**src/design/cpc_pkg.sv**
```systemverilog
// Shared types, widths and helpers for the circle pair collision pipeline.
// No dependencies; every design file imports this package.
package cpc_pkg;

  localparam int unsigned VAL_W     = 24;
  localparam int unsigned RAD_W     = 16;
  localparam int unsigned REST_W    = 9;
  localparam logic [REST_W-1:0] REST_RST = 9'd205;

  // Root unit: the contact test bounds the radicand below the squared radius sum.
  localparam int unsigned SQ_IN_W   = 2 * (RAD_W + 1);
  localparam int unsigned SQ_OUT_W  = RAD_W + 1;
  localparam int unsigned SQRT_LAT  = SQ_OUT_W;

  // Rounding divider: one quotient bit per stage plus a setup stage.
  localparam int unsigned DIV_NUM_W = 54;
  localparam int unsigned DIV_DEN_W = 25;
  localparam int unsigned DIV_Q_W   = 30;
  localparam int unsigned DIV_REM_W = DIV_NUM_W + 1;
  localparam int unsigned DIV_LAT   = DIV_Q_W + 1;

  localparam int unsigned SEP_W     = RAD_W + 2;
  localparam int unsigned VN_W      = 26;
  localparam int unsigned NV_W      = 30;
  localparam int unsigned SAT_IN_W  = DIV_Q_W + 1;

  typedef enum logic [1:0] {
    STAT_NONE  = 2'd0,
    STAT_HIT   = 2'd1,
    STAT_DEGEN = 2'd2
  } cpc_status_e;

  typedef struct packed {
    logic signed [VAL_W-1:0] a_pos_x;
    logic signed [VAL_W-1:0] a_pos_y;
    logic signed [VAL_W-1:0] a_vel_x;
    logic signed [VAL_W-1:0] a_vel_y;
    logic        [RAD_W-1:0] a_radius;
    logic        [RAD_W-1:0] a_mass;
    logic signed [VAL_W-1:0] b_pos_x;
    logic signed [VAL_W-1:0] b_pos_y;
    logic signed [VAL_W-1:0] b_vel_x;
    logic signed [VAL_W-1:0] b_vel_y;
    logic        [RAD_W-1:0] b_radius;
    logic        [RAD_W-1:0] b_mass;
  } cpc_in_t;

  typedef struct packed {
    logic signed [VAL_W-1:0] new_a_pos_x;
    logic signed [VAL_W-1:0] new_a_pos_y;
    logic signed [VAL_W-1:0] new_a_vel_x;
    logic signed [VAL_W-1:0] new_a_vel_y;
    logic signed [VAL_W-1:0] new_b_pos_x;
    logic signed [VAL_W-1:0] new_b_pos_y;
    logic signed [VAL_W-1:0] new_b_vel_x;
    logic signed [VAL_W-1:0] new_b_vel_y;
    cpc_status_e             status;
  } cpc_out_t;

  // Per-item context carried down the pipeline; fields fill in as they appear.
  typedef struct packed {
    cpc_in_t                 item;
    logic                    hit;
    logic                    degen;
    logic signed [SEP_W-1:0] dx;
    logic signed [SEP_W-1:0] dy;
    logic [SQ_OUT_W-1:0]     rsum;
    logic [SQ_OUT_W-1:0]     ctr_dist;
    logic signed [SEP_W-1:0] sx;
    logic signed [SEP_W-1:0] sy;
    logic signed [VN_W-1:0]  vta;
    logic signed [VN_W-1:0]  vtb;
    logic signed [NV_W-1:0]  na;
    logic signed [NV_W-1:0]  nb;
  } cpc_ctx_t;

  function automatic logic signed [VAL_W-1:0] sat_val(input logic signed [SAT_IN_W-1:0] v);
    logic [SAT_IN_W-VAL_W:0] top;
    top = v[SAT_IN_W-1:VAL_W-1];
    if (&top || ~|top) begin
      sat_val = v[VAL_W-1:0];
    end else if (v[SAT_IN_W-1]) begin
      sat_val = {1'b1, {(VAL_W-1){1'b0}}};
    end else begin
      sat_val = {1'b0, {(VAL_W-1){1'b1}}};
    end
  endfunction

endpackage

```
**src/design/cpc_div.sv**
```systemverilog
// Pipelined signed divider, rounding half away from zero, positive divisor.
// Depends on cpc_pkg for widths.
module cpc_div
  import cpc_pkg::*;
(
  input  logic                        clk_i,
  input  logic                        en_i,
  input  logic signed [DIV_NUM_W-1:0] num_i,
  input  logic [DIV_DEN_W-1:0]        den_i,
  output logic signed [DIV_Q_W:0]     quo_o
);

  logic [DIV_REM_W-1:0] rem_q [DIV_Q_W+1];
  logic [DIV_DEN_W-1:0] den_q [DIV_Q_W+1];
  logic [DIV_Q_W-1:0]   quo_q [DIV_Q_W+1];
  logic                 neg_q [DIV_Q_W+1];
  logic [DIV_REM_W-1:0] rem_d [DIV_Q_W+1];
  logic [DIV_Q_W-1:0]   quo_d [DIV_Q_W+1];
  logic signed [DIV_Q_W:0] quo_s;

  always_comb begin
    logic [DIV_NUM_W-1:0] mag;
    logic [DIV_REM_W-1:0] trial;
    mag      = num_i[DIV_NUM_W-1] ? (~num_i + 1'b1) : num_i;
    // add half the divisor up front so truncation rounds
    rem_d[0] = {1'b0, mag} + DIV_REM_W'(den_i >> 1);
    quo_d[0] = '0;
    for (int k = 0; k < DIV_Q_W; k++) begin
      trial = DIV_REM_W'(den_q[k]) << (DIV_Q_W - 1 - k);
      if (rem_q[k] >= trial) begin
        rem_d[k+1] = rem_q[k] - trial;
        quo_d[k+1] = {quo_q[k][DIV_Q_W-2:0], 1'b1};
      end else begin
        rem_d[k+1] = rem_q[k];
        quo_d[k+1] = {quo_q[k][DIV_Q_W-2:0], 1'b0};
      end
    end
  end

  always_ff @(posedge clk_i) begin
    if (en_i) begin
      rem_q[0] <= rem_d[0];
      quo_q[0] <= quo_d[0];
      den_q[0] <= den_i;
      neg_q[0] <= num_i[DIV_NUM_W-1];
      for (int k = 1; k <= DIV_Q_W; k++) begin
        rem_q[k] <= rem_d[k];
        quo_q[k] <= quo_d[k];
        den_q[k] <= den_q[k-1];
        neg_q[k] <= neg_q[k-1];
      end
    end
  end

  assign quo_s = {1'b0, quo_q[DIV_Q_W]};
  assign quo_o = neg_q[DIV_Q_W] ? -quo_s : quo_s;

endmodule
```
**config.mk**
```make
export PLATFORM = sky130hd
export DESIGN_NAME = cpc_div
export DESIGN_NICKNAME = d
export VERILOG_FILES = /design/src/design/cpc_pkg.sv /design/src/design/cpc_div.sv
export SDC_FILE = /design/constraint.sdc
export NUM_CORES = 2
export LEC_CHECK = 0
export BUFFER_PORTS_ARGS = -buffer_cell sky130_fd_sc_hd__clkbuf_2
export CORE_MARGIN = 1.5
export CORE_UTILIZATION = 45
export CTS_CLUSTER_SIZE = 25
export DETAILED_ROUTE_END_ITERATION = 10
export HOLD_SLACK_MARGIN = 0.08
export PLACE_DENSITY = 0.65
export SYNTH_ARGS = -nofsm -noshare
export SYNTH_HDL_FRONTEND = slang
export SYNTH_SLANG_ARGS = --single-unit
```
**constraint.sdc**
```tcl
create_clock -name clk_i -period 10.9 [get_ports clk_i]
set_input_delay 2.18 -clock clk_i [delete_from_list [all_inputs] [get_ports clk_i]]
set_output_delay 2.18 -clock clk_i [all_outputs]
set_load 0.005 [all_outputs]
```
==> out/results.txt <==
Clock transition at path regs: 0.06 ns
Synth cell count leaders: edfxtp_1, inv_1, nand2_1, a21oi_1, ha_1
Vias in the first global route: 91340
Top_reg_cell synth: edfxtp_1
Final GP Congestion: 0.9349
Synth area leader: edfxtp_1
Io pins: 112
#FFs+latches synth: 2896
Worst path required time: 11.57 ns
Share of cells above drive strength 1: 0.06908
Mapped Cells: 12390
Post-Syn Area per Cell: 11.92 um2
FF+latch area: 86960 um2
Buffers & Inverters on Critical Path: 1
H-tree levels: 5
First-pass GRT wire length: 525.0 mm
# nets final: 13540
Critical Path AT: 6.98 ns
Worst hold path type: flip-flop to flip-flop
Yosys cell types: 98
CP Capture Type: flip-flop
Clk Latency, worst-skew pair: 0.94 ns
Die area: 331500 um2
Vias: 95120
Fill cells: 28730
Initial antenna violation count: 9
Sequential fraction of the synthesis area: 0.5890
WL per Instance: 19.89 um
Final Hold Vio Count: 0
Area Growth Syn to Fin: 10.97%
Core ar.: 326900 um2
VDD IR max: 0.2002 mV
Multi-input gate area: 56160 um2
Count leader, synth: edfxtp_1
Die height: 575.8 um
Max-Cap Viols: 0
Post-Syn Area: 147600 um2
Number of synthesized flops with an enable pin: 2896
Ys Warns: 0
# rows: 210
Antenna-violating nets left: 0
Clock Sinks: 2896
Initial DRC Count: 7621
RSZ-0062 raised after global routing: no
Cts hold-fix bufs: 0
CTS tree: yes
Gr ovfl total: 0
Final setup viols: 0
Final slew viol count: 0
Fmax achieved: 158.4 MHz
Yosys top cell area share: 0.5890
CP max stage delay: 0.77 ns
Critical-path cell list: clkbuf_2 -> or4_1 -> nor3_1 -> nand3_1 -> nand2_1 -> xnor2_1 -> ha_1 -> a21o_1 -> a21o_1 -> a21o_1 -> nor3b_1 -> nand3_1 -> a41oi_1 -> and4bb_2 -> a21oi_1 -> o21ai_0 -> xnor2_1
Post-Route Setup TNS: 0 ns
Largest net degree at the start of global routing: 191
CTS Buf Count: 311
CP max stage cell: a41oi_1
Top Family by Delay on Critical Path: simple AND/OR/NAND/NOR gates
Max FO, Critical Path: 16
LEAKAGE: 61.93 nW
Worst setup SP type: input port
Pwr/cell area: 248.6 nW/um2
Aggregate global-route resource usage: 0.2020
Actual slew at the worst max-slew pin: 1.194 ns
Die W: 575.8 um
Cts repair resizes: 0
Net Count, Synth: 13280
Path type of the worst setup path: input port to flip-flop
DRT Pass-1 Iters: 7
Synth top area cells: edfxtp_1, ha_1, xnor2_1, xor2_1, a21oi_1
Async S/R FF share, synth: 0
Worst Skew: 0.06771 ns
Final worst-path cycle share: 0.5790
Min Clock Period, post-route: 6.311 ns
Initial core utilization: 0.4517
Postcts setup bufs: 0
Status: finished, final reports clean
Drt total wl: 343.1 mm
Max transition margin: 0.1957
Maximum clock path buffer count: 4
Routed vias/inst: 5.515
CP most frequent cell: a21o_1
Detailed-route DRC error count: 0
Port bufs: 111
Post-DP HPWL: 258.4 mm
Root Driver: clkbuf_16
Total power: 40.72 mW
[worst paths after layout]
| path | start | end | slack [ns] | depth (start not counted) |
|---|---|---|---|---|
| worst min-delay path | quo_q[1][107] | quo_q[1][138] | 0.39 | 0 |
| worst max-delay path | num_i[7] | rem_q[0][38] | 4.59 | 17 |
| worst max register to register | den_q[0][126] | rem_q[0][360] | 5.88 | 11 |
| worst min register to register | quo_q[1][107] | quo_q[1][138] | 0.39 | 0 |
[area by class of cell]
type | count | share of cell area
diodes | 19 | 0.0002902
clock buffers | 362 | 0.04958
clock inverters | 192 | 0.01218
inverters | 1017 | 0.02330
multi-input cells | 8235 | 0.3428
flip-flops and latches | 2896 | 0.5308
well taps | 4346 | 0.03319
repair buffers | 182 | 0.007881
[routing by layer]
| layer | share of wire | up-vias | wire length (um) | track usage |
|---|---|---|---|---|
| li1 | - | 46610 | - | - |
| met1 | 0.41 | 45670 | 142200 | 0.2491 |
| met2 | 0.50 | 2213 | 170500 | 0.3571 |
| met3 | 0.044 | 625 | 15070 | 0.02360 |
| met4 | 0.045 | 2 | 15320 | 0.08719 |
| met5 | 0.000038 | - | 13 | 0 |
[layout by cell type, fill, tap and decap left out, drive strengths merged, types with 31 or more instances in the layout]
master	n
edfxtp	2896
inv	1029
nand2	876
a21oi	861
ha	781
nor2	766
o21ai	738
xnor2	583
xor2	512
clkbuf	472
a21o	384
nor3	297
nor4	250
nand3	210
nand4	149
o21a	137
clkinv	133
or3	126
nor2b	121
mux2	116
nand2b	115
o31ai	110
or4	94
o21bai	85
and3	83
a31oi	77
buf	72
or2	56
a211oi	50
and2	46
nor4b	44
o41ai	39
nand3b	36
a211o	35
bufinv	34
a21boi	31
[state kept, by name, summed over array words and instances, names as in the netlist]
name   cells
den_q    750
neg_q     31
quo_q    465
rem_q   1650
[cells by family (layout without fill, tap and decap cells)]
group	after synthesis	after routing	synth area share
adder cells (fa/ha/maj)	811	811	0.07026
AO/OA/AOI/OAI	2813	2813	0.1185
flip-flops	2896	2896	0.5890
buffers and inverters	1257	1753	0.03202
multiplexers	127	127	0.009594
AND/OR/NAND/NOR	3388	3388	0.1156
other	1	20	0.00002540
XOR/XNOR	1095	1095	0.06496
[power breakdown]
| part | leakage, nW | switching, mW | internal, mW |
|---|---|---|---|
| Clock | 4.94 | 4.33 | 6.16 |
| Combinational | 29.0 | 7.70 | 5.69 |
| Sequential | 28.0 | 1.58 | 15.3 |
| Total | 61.9 | 13.6 | 27.1 |
[metrics by stage]
| stage | hold WS (ns) | area, um2 | setup slack (ns) | instances | util |
|---|---|---|---|---|---|
| 2_1_floorplan | 0.4003 | 147600 | 4.513 | 12390 | - |
| 3_3_place_gp | 0.4003 | 153700 | 3.761 | 16680 | 0.4701 |
| 3_5_place_dp | 0.4045 | 153700 | 3.757 | 16680 | 0.4701 |
| 4_1_cts | 0.3924 | 163800 | 4.622 | 17230 | 0.5011 |
| 5_1_grt | 0.3899 | 163800 | 4.355 | 17250 | 0.5012 |
| 6_report | 0.3882 | 163800 | 4.589 | 17250 | 0.5012 |
[worst reg2reg max path, cell delays in order (launching register included)]
cell and delay, ns:
edfxtp_1 0.46, inv_1 0.09, ha_1 0.23, nor2b_1 0.15, o31a_1 0.28, o311ai_0 0.99, o211ai_1 0.20, a31oi_1 0.33
o21ai_0 0.25, a221oi_1 0.49, o21ba_2 0.85, o21ai_0 0.37
(Power assumes the default switching activity.)
