**config.mk**
```make
export PLATFORM = sky130hd
export DESIGN_NAME = cpc_isqrt
export DESIGN_NICKNAME = d
export VERILOG_FILES = /design/src/design/cpc_pkg.sv /design/src/design/cpc_isqrt.sv
export SDC_FILE = /design/constraint.sdc
export NUM_CORES = 1
export LEC_CHECK = 0
export BUFFER_PORTS_ARGS = -buffer_cell sky130_fd_sc_hd__buf_2
export CAP_MARGIN = 20
export CELL_PAD_IN_SITES_DETAIL_PLACEMENT = 0
export CELL_PAD_IN_SITES_GLOBAL_PLACEMENT = 2
export CORE_MARGIN = 4
export CORE_UTILIZATION = 41
export CTS_CLUSTER_DIAMETER = 60
export CTS_CLUSTER_SIZE = 24
export DETAILED_ROUTE_END_ITERATION = 16
export PLACE_DENSITY = 0.78
export SLEW_MARGIN = 0
export SYNTH_ARGS = -nofsm -noshare
export SYNTH_HDL_FRONTEND = slang
export SYNTH_SLANG_ARGS = --single-unit
```
**constraint.sdc**
```tcl
create_clock -name clk_i -period 2.9 [get_ports clk_i]
set_input_delay 0 -clock clk_i [delete_from_list [all_inputs] [get_ports clk_i]]
set_output_delay 0 -clock clk_i [all_outputs]
set_load 0.02 [all_outputs]
```
**src/design/cpc_pkg.sv**
```systemverilog
// Shared types, widths and helpers for the circle pair collision pipeline.
// No dependencies; every design file imports this package.
package cpc_pkg;

  localparam int unsigned VAL_W     = 24;
  localparam int unsigned RAD_W     = 16;
  localparam int unsigned REST_W    = 9;
  localparam logic [REST_W-1:0] REST_RST = 9'd205;

  // Root unit: the contact test bounds the radicand below the squared radius sum.
  localparam int unsigned SQ_IN_W   = 2 * (RAD_W + 1);
  localparam int unsigned SQ_OUT_W  = RAD_W + 1;
  localparam int unsigned SQRT_LAT  = SQ_OUT_W;

  // Rounding divider: one quotient bit per stage plus a setup stage.
  localparam int unsigned DIV_NUM_W = 54;
  localparam int unsigned DIV_DEN_W = 25;
  localparam int unsigned DIV_Q_W   = 30;
  localparam int unsigned DIV_REM_W = DIV_NUM_W + 1;
  localparam int unsigned DIV_LAT   = DIV_Q_W + 1;

  localparam int unsigned SEP_W     = RAD_W + 2;
  localparam int unsigned VN_W      = 26;
  localparam int unsigned NV_W      = 30;
  localparam int unsigned SAT_IN_W  = DIV_Q_W + 1;

  typedef enum logic [1:0] {
    STAT_NONE  = 2'd0,
    STAT_HIT   = 2'd1,
    STAT_DEGEN = 2'd2
  } cpc_status_e;

  typedef struct packed {
    logic signed [VAL_W-1:0] a_pos_x;
    logic signed [VAL_W-1:0] a_pos_y;
    logic signed [VAL_W-1:0] a_vel_x;
    logic signed [VAL_W-1:0] a_vel_y;
    logic        [RAD_W-1:0] a_radius;
    logic        [RAD_W-1:0] a_mass;
    logic signed [VAL_W-1:0] b_pos_x;
    logic signed [VAL_W-1:0] b_pos_y;
    logic signed [VAL_W-1:0] b_vel_x;
    logic signed [VAL_W-1:0] b_vel_y;
    logic        [RAD_W-1:0] b_radius;
    logic        [RAD_W-1:0] b_mass;
  } cpc_in_t;

  typedef struct packed {
    logic signed [VAL_W-1:0] new_a_pos_x;
    logic signed [VAL_W-1:0] new_a_pos_y;
    logic signed [VAL_W-1:0] new_a_vel_x;
    logic signed [VAL_W-1:0] new_a_vel_y;
    logic signed [VAL_W-1:0] new_b_pos_x;
    logic signed [VAL_W-1:0] new_b_pos_y;
    logic signed [VAL_W-1:0] new_b_vel_x;
    logic signed [VAL_W-1:0] new_b_vel_y;
    cpc_status_e             status;
  } cpc_out_t;

  // Per-item context carried down the pipeline; fields fill in as they appear.
  typedef struct packed {
    cpc_in_t                 item;
    logic                    hit;
    logic                    degen;
    logic signed [SEP_W-1:0] dx;
    logic signed [SEP_W-1:0] dy;
    logic [SQ_OUT_W-1:0]     rsum;
    logic [SQ_OUT_W-1:0]     ctr_dist;
    logic signed [SEP_W-1:0] sx;
    logic signed [SEP_W-1:0] sy;
    logic signed [VN_W-1:0]  vta;
    logic signed [VN_W-1:0]  vtb;
    logic signed [NV_W-1:0]  na;
    logic signed [NV_W-1:0]  nb;
  } cpc_ctx_t;

  function automatic logic signed [VAL_W-1:0] sat_val(input logic signed [SAT_IN_W-1:0] v);
    logic [SAT_IN_W-VAL_W:0] top;
    top = v[SAT_IN_W-1:VAL_W-1];
    if (&top || ~|top) begin
      sat_val = v[VAL_W-1:0];
    end else if (v[SAT_IN_W-1]) begin
      sat_val = {1'b1, {(VAL_W-1){1'b0}}};
    end else begin
      sat_val = {1'b0, {(VAL_W-1){1'b1}}};
    end
  endfunction

endpackage

```
**src/design/cpc_isqrt.sv**
```systemverilog
// Pipelined integer square root, one result bit per stage.
// Depends on cpc_pkg for widths.
module cpc_isqrt
  import cpc_pkg::*;
(
  input  logic                clk_i,
  input  logic                en_i,
  input  logic [SQ_IN_W-1:0]  rad_i,
  output logic [SQ_OUT_W-1:0] root_o
);

  localparam int unsigned RES_W = SQ_IN_W + 1;

  logic [RES_W-1:0] x_q   [SQ_OUT_W];
  logic [RES_W-1:0] r_q   [SQ_OUT_W];
  logic [RES_W-1:0] x_s   [SQ_OUT_W];
  logic [RES_W-1:0] r_s   [SQ_OUT_W];
  logic [RES_W-1:0] x_d   [SQ_OUT_W];
  logic [RES_W-1:0] r_d   [SQ_OUT_W];

  always_comb begin
    logic [RES_W-1:0] bitv;
    logic [RES_W-1:0] trial;
    x_s[0] = {1'b0, rad_i};
    r_s[0] = '0;
    for (int k = 1; k < SQ_OUT_W; k++) begin
      x_s[k] = x_q[k-1];
      r_s[k] = r_q[k-1];
    end
    for (int k = 0; k < SQ_OUT_W; k++) begin
      bitv  = RES_W'(1) << (2 * (SQ_OUT_W - 1 - k));
      trial = r_s[k] + bitv;
      if (x_s[k] >= trial) begin
        x_d[k] = x_s[k] - trial;
        r_d[k] = (r_s[k] >> 1) + bitv;
      end else begin
        x_d[k] = x_s[k];
        r_d[k] = r_s[k] >> 1;
      end
    end
  end

  always_ff @(posedge clk_i) begin
    if (en_i) begin
      for (int k = 0; k < SQ_OUT_W; k++) begin
        x_q[k] <= x_d[k];
        r_q[k] <= r_d[k];
      end
    end
  end

  assign root_o = r_q[SQ_OUT_W-1][SQ_OUT_W-1:0];

endmodule

```
==> flow_summary.yaml, run 1 <==
status:
  status: "complete, but fails checks"
  failed_checks: "negative setup slack"
sta:
  fin_crit_sh_pct: 104
  worst_slack_ns: -0.107
  skew_ns: 0.0308
  finalCriticalPeriod_ns: 3.01
  fmax_mhz: 333
  drv_slew: 0
  rsz0062_at_grt: "yes"
  hold_viol_final: 0
  relSlewSlack_pct: 50.7
  setup_viol_count_final: 27
  max_slew.worst_pin.slew_ns: 0.739
clock_tree:
  clkSinkCount: 713
  numCtsBuffers: 57
  cts-root-buf: "clkbuf_16"
  path_clk_slew_ns: 0.08
  cts_tree: "yes"
  clk_latency_ns: 0.64
  clockBufferDepth: 3
  cts.htree.levels: 2
power_and_ir_drop:
  p_total_mw: 26.7
  pwr_density_cell_nw_per_um2: 657
  leakage_nw: 15.4
  max-vdd-ir-drop_v: 0.000569
global_routing:
  grt_overflow_total: 0
  grt_use_met2_pct: 31.7
  grt_first_pass_wirelength_microns: 112000
  grt_use_met1_pct: 18.1
  use_met3_pct: 2.01
  grt_antenna_before_repair: 0
  grt_use_total_pct: 16.2
  grt_pass1_vias: 21500
  top_usage_layer: "met2"
  grt_max_degree: 142
die:
  die_x_microns: 293
  io_pins: 53
  num_rows: 104
  dieArea_sq_um: 86000
  core_sq_um: 80500
  start_util_pct: 41.4
  die-height_microns: 293
logic_synthesis:
  synth_ff_type: "edfxtp_1"
  synth_warnings: 0
  ys_ff_latch: 713
  synth_edf_count: 713
  ys_seq_area_share_pct: 64.2
  ys_async_sr_fraction_pct: 0
  netlist_instances: 2568
  syn_nets: 2770
  synth_cell_types: 78
  syn_area_sq_um: 33300
  syn_avg_cell_area_sq_um: 13.0
final_layout:
  n_fill_cell: 6867
  area_growth_pct: 21.7
  nets: 3179
  drive_gt1_share_pct: 21.2
  diodes: 0
worst_setup_path:
  cp_max_fo: 7
  rrSetupSlack_ns: -0.11
  critical_path_class: "reg2reg"
  required_ns: 3.29
  cp-end-kind: "flop"
  cp-start-kind: "flop"
  worstPathArrival_ns: 3.40
route:
  drt_first_pass_iters: 5
  ant_nets: 0
  routedWlPerCell_microns: 17.6
  remaining_drc_errors: 0
  via_per_inst: 5.15
  vias: 21000
  initialDrtViolationCount: 1086
  routed_wl_microns: 71900
flow_run:
  maxCapViolCount: 0
placed_design:
  gp_congestion: 0.886
  place_hpwl_microns: 52500
  io_buffers: 52
  dp_slack_ns: -0.250
hold_path:
  hold_class: "in2reg"
-- path summary, 6_finish.rpt --
check	from	endpoint	cells past startpoint
worst max-delay path	x_q[0][444]	x_q[0][465]	9
worst min-delay path	rad_i[24]	x_q[0][24]	2
worst max register to register	x_q[0][444]	x_q[0][465]	9
worst min register to register	r_q[0][304]	r_q[0][338]	0
-- critical path, cell delays in order, from the launching register on --
cell	delay, ns
edfxtp_1	0.40
or3_4	0.39
or4_4	0.48
or3_4	0.34
or4_4	0.51
a21oi_4	0.17
buf_12	0.16
buf_12	0.13
a211oi_2	0.04
a21o_1	0.16
-- through the flow --
stage	instance area [sq um]	TNS [ns]	hold WS (ns)	instances	utilization [%]
2_1_floorplan	33400	-1.02	0.0989	2568	-
3_3_place_gp	36900	-4.78	0.178	3913	45.8
3_5_place_dp	36900	-6.70	0.178	3913	45.8
4_1_cts	39500	-1.45	0.00637	4061	49.1
5_1_grt	40600	-4.34	0.0310	4084	50.4
6_report	40600	-1.21	0.0583	4084	50.4
-- power breakdown --
part           switching, mW  internal, mW  leakage [nW]
registers              0.825          12.8          6.83
clock network           3.86          4.19         0.929
logic                   2.62          2.36          7.69
-- cells in the final DEF, fill, tap and decap left out, drive strengths merged, types with 13 or more instances in the layout --
cell type,n
o31ai,15
clkbuf,64
and2,13
nand4,31
xor2,113
edfxtp,713
mux2,21
buf,347
inv,219
nor3,84
dlygate4sd3,36
nor4,80
nand3,40
xnor2,116
ha,166
nor4b,14
o21a,30
nor2,148
or4,18
o21ai,142
a211oi,13
clkinv,20
or3,26
nand2,185
a21o,44
a21oi,120
nor2b,19
nand2b,33
-- per-layer routing --
metal,share of wire [%],up-vias,wire (microns)
met3,2.9,137,2060
met4,3.4,0,2460
li1,-,10400,-
met2,55,296,39200
met5,0,-,0
met1,39,10200,28200
-- timing repair --
action	4_1_cts	5_1_grt
setup endpoints to repair	88	171
hold buffers	36	0
resized for setup	46	169
gates cloned	1	4
buffers inserted	5	20
pin swaps	11	52
endpoints found under the hold margin	80	0
-- cells in the mapped netlist, types with 3 or more instances --
master     number  area, sq um
a211oi_1       13         97.6
a21boi_0        3         22.5
a21o_1         44          330
a21oi_1       119          596
a31o_2          3         26.3
a31oi_1        10         62.6
and2_1         13         81.3
and3_1         10         62.6
and4_1          8         70.1
and4b_1         3         30.0
buf_2           3         15.0
clkbuf_1       28          105
edfxtp_1      713        21400
ha_1          166         2080
inv_1         205          769
mux2_2         21          236
mux2i_1         9         90.1
nand2_1       185          694
nand2b_1       33          206
nand3_1        40          200
nand3b_1       10         75.1
nand4_1        31          194
nor2_1        148          556
nor2b_1        19          119
nor3_1         84          420
nor3b_1         8         60.1
nor4_1         79          494
nor4b_1        14          123
o2111ai_1       4         35.0
o211a_1         4         40.0
o211ai_1        6         45.0
o21a_1         30          225
o21ai_0       140          701
o21bai_1        6         45.0
o31a_1          8         70.1
o31ai_1        15          113
o41ai_1         4         35.0
or2_2          10         62.6
or3_1          26          163
or4_1          16          120
xnor2_1       116         1020
xor2_1        113          990
-- flip-flops by register name, indices dropped and copies added, names as in the netlist --
name and cells:
x_q 560, r_q 153
-- cells by family (layout without fill, tap and decap cells) --
kind of cell / count (synthesis) / after routing / synth area share [%]
adders and majority gates: 166 / 166 / 6.23
AOI/OAI and AO/OA: 440 / 440 / 8.23
muxes: 30 / 30 / 0.979
and+or+nand+nor: 748 / 748 / 11.5
xor gates and xnor gates: 229 / 229 / 6.01
buffers and inverters: 241 / 697 / 2.80
DFF: 713 / 713 / 64.2
other: 1 / 1 / 0.0112
-- area by class of cell --
class                      instances  area, sq um  share of cell area [%]
sequential                       713        21400                    52.8
timing repair buffer             385         3080                    7.60
clock inverter                    44          502                    1.24
tap                             1060         1330                    3.27
inverter                         206          778                    1.92
multi-input combinational       1614        12000                    29.6
clock buffer                      62         1450                    3.56
Note: power is estimated with default switching activity, not from simulation.
==> run 2: changes to the inputs <==
--- a/config.mk
+++ b/config.mk
@@ -10,11 +10,11 @@
 export CELL_PAD_IN_SITES_DETAIL_PLACEMENT = 0
 export CELL_PAD_IN_SITES_GLOBAL_PLACEMENT = 2
 export CORE_MARGIN = 4
-export CORE_UTILIZATION = 41
+export CORE_UTILIZATION = 49
 export CTS_CLUSTER_DIAMETER = 60
 export CTS_CLUSTER_SIZE = 24
 export DETAILED_ROUTE_END_ITERATION = 16
-export PLACE_DENSITY = 0.78
+export PLACE_DENSITY = 0.87
 export SLEW_MARGIN = 0
 export SYNTH_ARGS = -nofsm -noshare
 export SYNTH_HDL_FRONTEND = slang
==> constraint.sdc (replaced) <==
create_clock -name clk_i -period 3.6 [get_ports clk_i]
set_input_delay 0 -clock clk_i [delete_from_list [all_inputs] [get_ports clk_i]]
set_output_delay 0 -clock clk_i [all_outputs]
set_load 0.02 [all_outputs]
==> run 2 against run 1 <==
The run now ends clean. Count of clock-buffer cells in the layout is 8 lower. Combinational power is 36% lower. Clock power decreased by 24%. Design area is 8.6% lower. Setup slack improved by 0.44 ns. Die area decreased by 16%. Register-to-register slack improved by 0.44 ns. Sequential share of layout area is 5.0 points higher. Sequential power fell by 19%. Largest cell class unchanged.
==> flow_summary.yaml, run 2 (synthesis results as in run 1) <==
global_routing:
  grt_overflow_total: 0
  grt_first_pass_wirelength_microns: 106000
  grt_antenna_before_repair: 0
  grt_use_total_pct: 18.4
  grt_max_degree: 111
  grt_pass1_vias: 20100
final_layout:
  layout_commonest_cell: "edfxtp_1"
  multi_input_area_sq_um: 11000
  final_core_util_pct: 55.1
  regArea_sq_um: 21400
  area_growth_pct: 11.2
  stdcell_count: 3629
  n_fill_cell: 5547
  nets: 2919
  drive_gt1_share_pct: 8.35
  reg_top3: "x_q x560, r_q x153"
  diodes: 0
  largest_register_ff_count: 560
  top_register: "x_q"
  layout_common_cells: "713 x edfxtp_1, 205 x inv_1, 185 x nand2_1"
worst_setup_path:
  cp_max_fo: 6
  reg2reg_to: "x_q[0][481]"
  worstPathArrival_ns: 3.61
  required_ns: 3.95
  rrSetupSlack_ns: 0.34
  reg2reg_depth: 9
  cp_slowest_stage_delay_ns: 0.47
  cp_slowest_cell: "a311o_2"
  critical_path_class: "reg2reg"
  crit_start: "x_q[0][428]"
  cp-start-kind: "flop"
  path_cells: "ha_1 -> nor2b_1 -> o31a_1 -> nor3_1 -> o311ai_0 -> a221o_1 -> a311o_2 -> nor3_1 -> xor2_1"
  cp-end-kind: "flop"
  timing.critical_path.to: "x_q[0][481]"
  crit_path_frequent_cell: "nor3_1"
  r2r-start: "x_q[0][428]"
status:
  status: "completed"
die:
  dieArea_sq_um: 72300
  core_sq_um: 67300
  die-height_microns: 269
  die_x_microns: 269
  io_pins: 53
  start_util_pct: 49.6
  num_rows: 95
placed_design:
  gp_congestion: 0.868
  place_hpwl_microns: 49100
  numPlacedInstances: 3500
  io_buffers: 52
route:
  routedWlPerCell_microns: 18.2
  vias: 19800
  initialDrtViolationCount: 1181
  remaining_drc_errors: 0
  via_per_inst: 5.46
  ant_nets: 0
  routed_wl_microns: 66000
  drt_first_pass_iters: 5
sta:
  setup_viol_count_final: 0
  fin_crit_sh_pct: 90.7
  rsz0062_at_grt: "no"
  hold_viol_final: 0
  tns_ns: 0
  fmax_mhz: 306
  max_slew.worst_pin.slew_ns: 1.01
  relSlewSlack_pct: 32.5
  skew_ns: 0.0299
  holdWs_ns: 0.0707
  drv_slew: 0
  finalCriticalPeriod_ns: 3.26
flow_run:
  maxCapViolCount: 0
clock_tree:
  clockBufferDepth: 3
  postCtsSetupBuffers: 0
  cts_tree: "yes"
  clkSinkCount: 713
  path_clk_slew_ns: 0.08
  cts.htree.levels: 2
  cts-root-buf: "clkbuf_16"
  clk_latency_ns: 0.63
  numCtsBuffers: 52
  hold_buffers: 36
  cts_resized: 0
power_and_ir_drop:
  pwr_density_cell_nw_per_um2: 547
  max-vdd-ir-drop_v: 0.000407
  leakage_nw: 13.9
hold_path:
  hold_class: "in2reg"
-- run 2: worst min-delay path by stage --
stage | slack [ns] | depth (start not counted) | start | end
after floorplan | 0.1 | 0 | rad_i[0] | x_q[0][0]
after global placement | 0.18 | 1 | rad_i[15] | x_q[0][15]
after detailed placement | 0.18 | 1 | rad_i[9] | x_q[0][9]
after CTS | 0.01 | 2 | rad_i[14] | x_q[0][14]
after global routing | 0.03 | 2 | rad_i[5] | x_q[0][5]
final | 0.07 | 2 | rad_i[14] | x_q[0][14]
-- run 2: power breakdown --
part | switching (mW) | total, mW | internal, mW
combinational | 1.80 | 3.21 | 1.42
clock | 3.16 | 6.09 | 2.93
sequential | 0.681 | 11.0 | 10.3
-- run 2: final cells by class --
| type | instances | share of cell area, % |
|---|---|---|
| flip-flops and latches | 713 | 57.8 |
| multi-input cells | 1614 | 29.7 |
| clock buffers | 54 | 3.53 |
| well taps | 873 | 2.95 |
| repair buffers | 130 | 2.72 |
| inverters | 206 | 2.09 |
| clock inverters | 39 | 1.28 |
-- run 2: metal layers --
metal  share of wire, %  global-route usage [%]  vias up
met5                  0                       0        -
met4                2.6                    5.20        0
met3                3.2                    2.38      105
met2                 53                    35.2      305
met1                 41                    21.9     9531
li1                   -                       -     9868
-- run 2: stage by stage --
step           worst slack (ns)  instance area (sq um)  total power [mW]
5_1_grt                  0.0819                  37100              21.4
2_1_floorplan             0.585                  33300              13.2
4_1_cts                   0.247                  37100              20.5
3_3_place_gp              0.334                  34900              14.3
6_report                  0.336                  37100              20.3
3_5_place_dp              0.280                  34900              14.4
-- run 2: worst max-delay path: cells and delay by family (launching register included) --
family	cells	cell delay [ns]
DFF	1	0.40
and+or+nand+nor	3	0.61
adders and majority gates	1	0.34
xor gates and xnor gates	1	0.10
AOI/OAI and AO/OA	4	1.55
==> run 3: changes to the inputs <==
--- a/config.mk
+++ b/config.mk
@@ -15,6 +15,7 @@
 export CTS_CLUSTER_SIZE = 24
 export DETAILED_ROUTE_END_ITERATION = 16
 export PLACE_DENSITY = 0.87
+export REMOVE_ABC_BUFFERS = 1
 export SLEW_MARGIN = 0
 export SYNTH_ARGS = -nofsm -noshare
 export SYNTH_HDL_FRONTEND = slang
==> run 3 against run 2 <==
Final cell count decreased by 0.33%. Largest cell class unchanged. Wire length fell by 1.4%. Clock power down 1%. Sequential power hardly changed. Fmax decreased by 3.8%. Critical path type unchanged. Setup slack got worse by 0.13 ns. Sequential share of layout area hardly changed. Combinational power about the same. Largest power group unchanged.
==> flow_summary.yaml, run 3 (synthesis results as in run 1) <==
status:
  status: "completed"
route:
  vias: 19900
  ant_nets: 0
  remaining_drc_errors: 0
  initialDrtViolationCount: 1155
  drt_first_pass_iters: 6
  routedWlPerCell_microns: 18.0
  via_per_inst: 5.49
  routed_wl_microns: 65100
final_layout:
  layout_commonest_cell: "edfxtp_1"
  n_fill_cell: 5465
  diodes: 0
  reg_top3: "x_q x560, r_q x153"
  area_growth_pct: 11.1
  drive_gt1_share_pct: 7.94
  layout_common_cells: "713 x edfxtp_1, 205 x inv_1, 185 x nand2_1"
  final_core_util_pct: 55.1
  nets: 2911
  largest_register_ff_count: 560
  top_register: "x_q"
worst_setup_path:
  r2r-start: "r_q[0][428]"
  cp_slowest_cell: "a311o_2"
  path_delay_family: "compound AO/OA/AOI/OAI gates"
  critical_path_class: "reg2reg"
  rrSetupSlack_ns: 0.21
  crit_buf_inv: 1
  timing.critical_path.to: "x_q[0][483]"
  cp_slowest_stage_delay_ns: 0.48
  reg2reg_depth: 10
  required_ns: 3.93
  cp_max_fo: 6
  cp.depth: 10
  path_cells: "inv_1 -> ha_1 -> nor2b_1 -> o31a_1 -> nor3_1 -> o311ai_0 -> a221o_1 -> a311o_2 -> nor3_1 -> xor2_1"
  cp-start-kind: "flop"
  crit_start: "r_q[0][428]"
  worstPathArrival_ns: 3.73
  crit_path_frequent_cell: "nor3_1"
  reg2reg_to: "x_q[0][483]"
  cp-end-kind: "flop"
die:
  io_pins: 53
  dieArea_sq_um: 72300
  core_sq_um: 67300
  start_util_pct: 49.6
  num_rows: 95
  die-height_microns: 269
  die_x_microns: 269
power_and_ir_drop:
  max-vdd-ir-drop_v: 0.000540
  p_int_mw: 14.8
  pwr_density_cell_nw_per_um2: 546
  p_sw_share_pct: 27.0
  p_sw_mw: 5.47
  clkPwrFrac_pct: 29.8
  p_total_mw: 20.2
  leakage_nw: 13.9
  pwr-share-comb_pct: 16.0
  power_frac_seq_pct: 54.2
sta:
  tns_ns: 0
  holdWs_ns: 0.0821
  relSlewSlack_pct: 41.8
  setup_viol_count_final: 0
  hold_viol_final: 0
  drv_slew: 0
  max_slew.worst_pin.slew_ns: 0.866
  rsz0062_at_grt: "no"
  fmax_mhz: 295
  fin_crit_sh_pct: 94.2
  worst_slack_ns: 0.208
  skew_ns: 0.0448
  finalCriticalPeriod_ns: 3.39
global_routing:
  grt_use_total_pct: 18.1
  grt_first_pass_wirelength_microns: 104000
  grt_overflow_total: 0
  grt_antenna_before_repair: 0
  grt_max_degree: 102
  grt_pass1_vias: 20200
clock_tree:
  postCtsSetupBuffers: 0
  clk_latency_ns: 0.63
  cts.htree.levels: 2
  clockBufferDepth: 3
  cts-root-buf: "clkbuf_16"
  path_clk_slew_ns: 0.09
  clkSinkCount: 713
  cts_tree: "yes"
  numCtsBuffers: 49
flow_run:
  maxCapViolCount: 0
placed_design:
  dp_slack_ns: 0.221
  gp_congestion: 0.880
  place_hpwl_microns: 48300
  io_buffers: 52
hold_path:
  hold_class: "in2reg"
  min_delay_path_depth: 2
-- run 3: cell count changes in the layout (fill, tap and decap cells not counted), sizes merged --
cell and delta:
clkinvlp -1, bufinv +4, buf -5, clkinv +3, inv -12, clkbuf -1
-- run 3: final cells by class --
cell class                      count  area [sq um]  area share, %
Clock buffer                       53          1260           3.41
Clock inverter                     33           467           1.26
Inverter                          206           773           2.09
Multi-Input combinational cell   1614         11000           29.7
Sequential cell                   713         21400           57.8
Tap cell                          873          1090           2.95
Timing Repair Buffer              125          1020           2.76
-- run 3: power groups by stage --
stage / combinational [mW] / sequential (mW) / clock (mW)
after floorplan: 2.32 / 10.9 / 0
after global placement: 3.12 / 11.1 / 0
after detailed placement: 3.18 / 11.2 / 0
after CTS: 3.23 / 11.0 / 6.19
after global routing: 3.63 / 11.1 / 6.51
final: 3.23 / 11.0 / 6.02
-- run 3: how the worst min path moves through the flow --
stage / from / end / slack (ns)
after floorplan: rad_i[0] / x_q[0][0] / 0.1
after global placement: rad_i[3] / x_q[0][3] / 0.18
after detailed placement: rad_i[15] / x_q[0][15] / 0.18
after CTS: rad_i[19] / x_q[0][19] / 0.03
after global routing: rad_i[10] / x_q[0][10] / 0.05
final: rad_i[14] / x_q[0][14] / 0.08
-- run 3: per-layer routing --
metal / vias up / routed length [microns] / share of wire, % / GRT usage, %
met3: 137 / 1990 / 3.1 / 2.61
li1: 9836 / - / - / -
met4: 0 / 2570 / 3.9 / 6.97
met1: 9556 / 24400 / 37 / 19.0
met5: - / 0 / 0 / 0
met2: 326 / 36100 / 55 / 36.2
-- run 3: worst register-to-register path: stages, from the launching register on --
cell and delay (ns):
edfxtp_1 0.37, inv_1 0.06, ha_1 0.34, nor2b_1 0.16, o31a_1 0.29, nor3_1 0.30, o311ai_0 0.36, a221o_1 0.43
a311o_2 0.48, nor3_1 0.21, xor2_1 0.11
-- run 3: per-stage QoR --
| step | std cells | instance area (sq um) |
|---|---|---|
| 2_1_floorplan | 2533 | 33200 |
| 3_3_place_gp | 3495 | 34900 |
| 3_5_place_dp | 3495 | 34900 |
| 4_1_cts | 3617 | 37000 |
| 5_1_grt | 3617 | 37000 |
| 6_report | 3617 | 37000 |
-- run 3: what timing repair did --
item,in CTS,in global routing
gates resized for setup,0,2
hold buffers,36,0
endpoints found under the setup margin,0,7
endpoints found under the hold margin,99,0
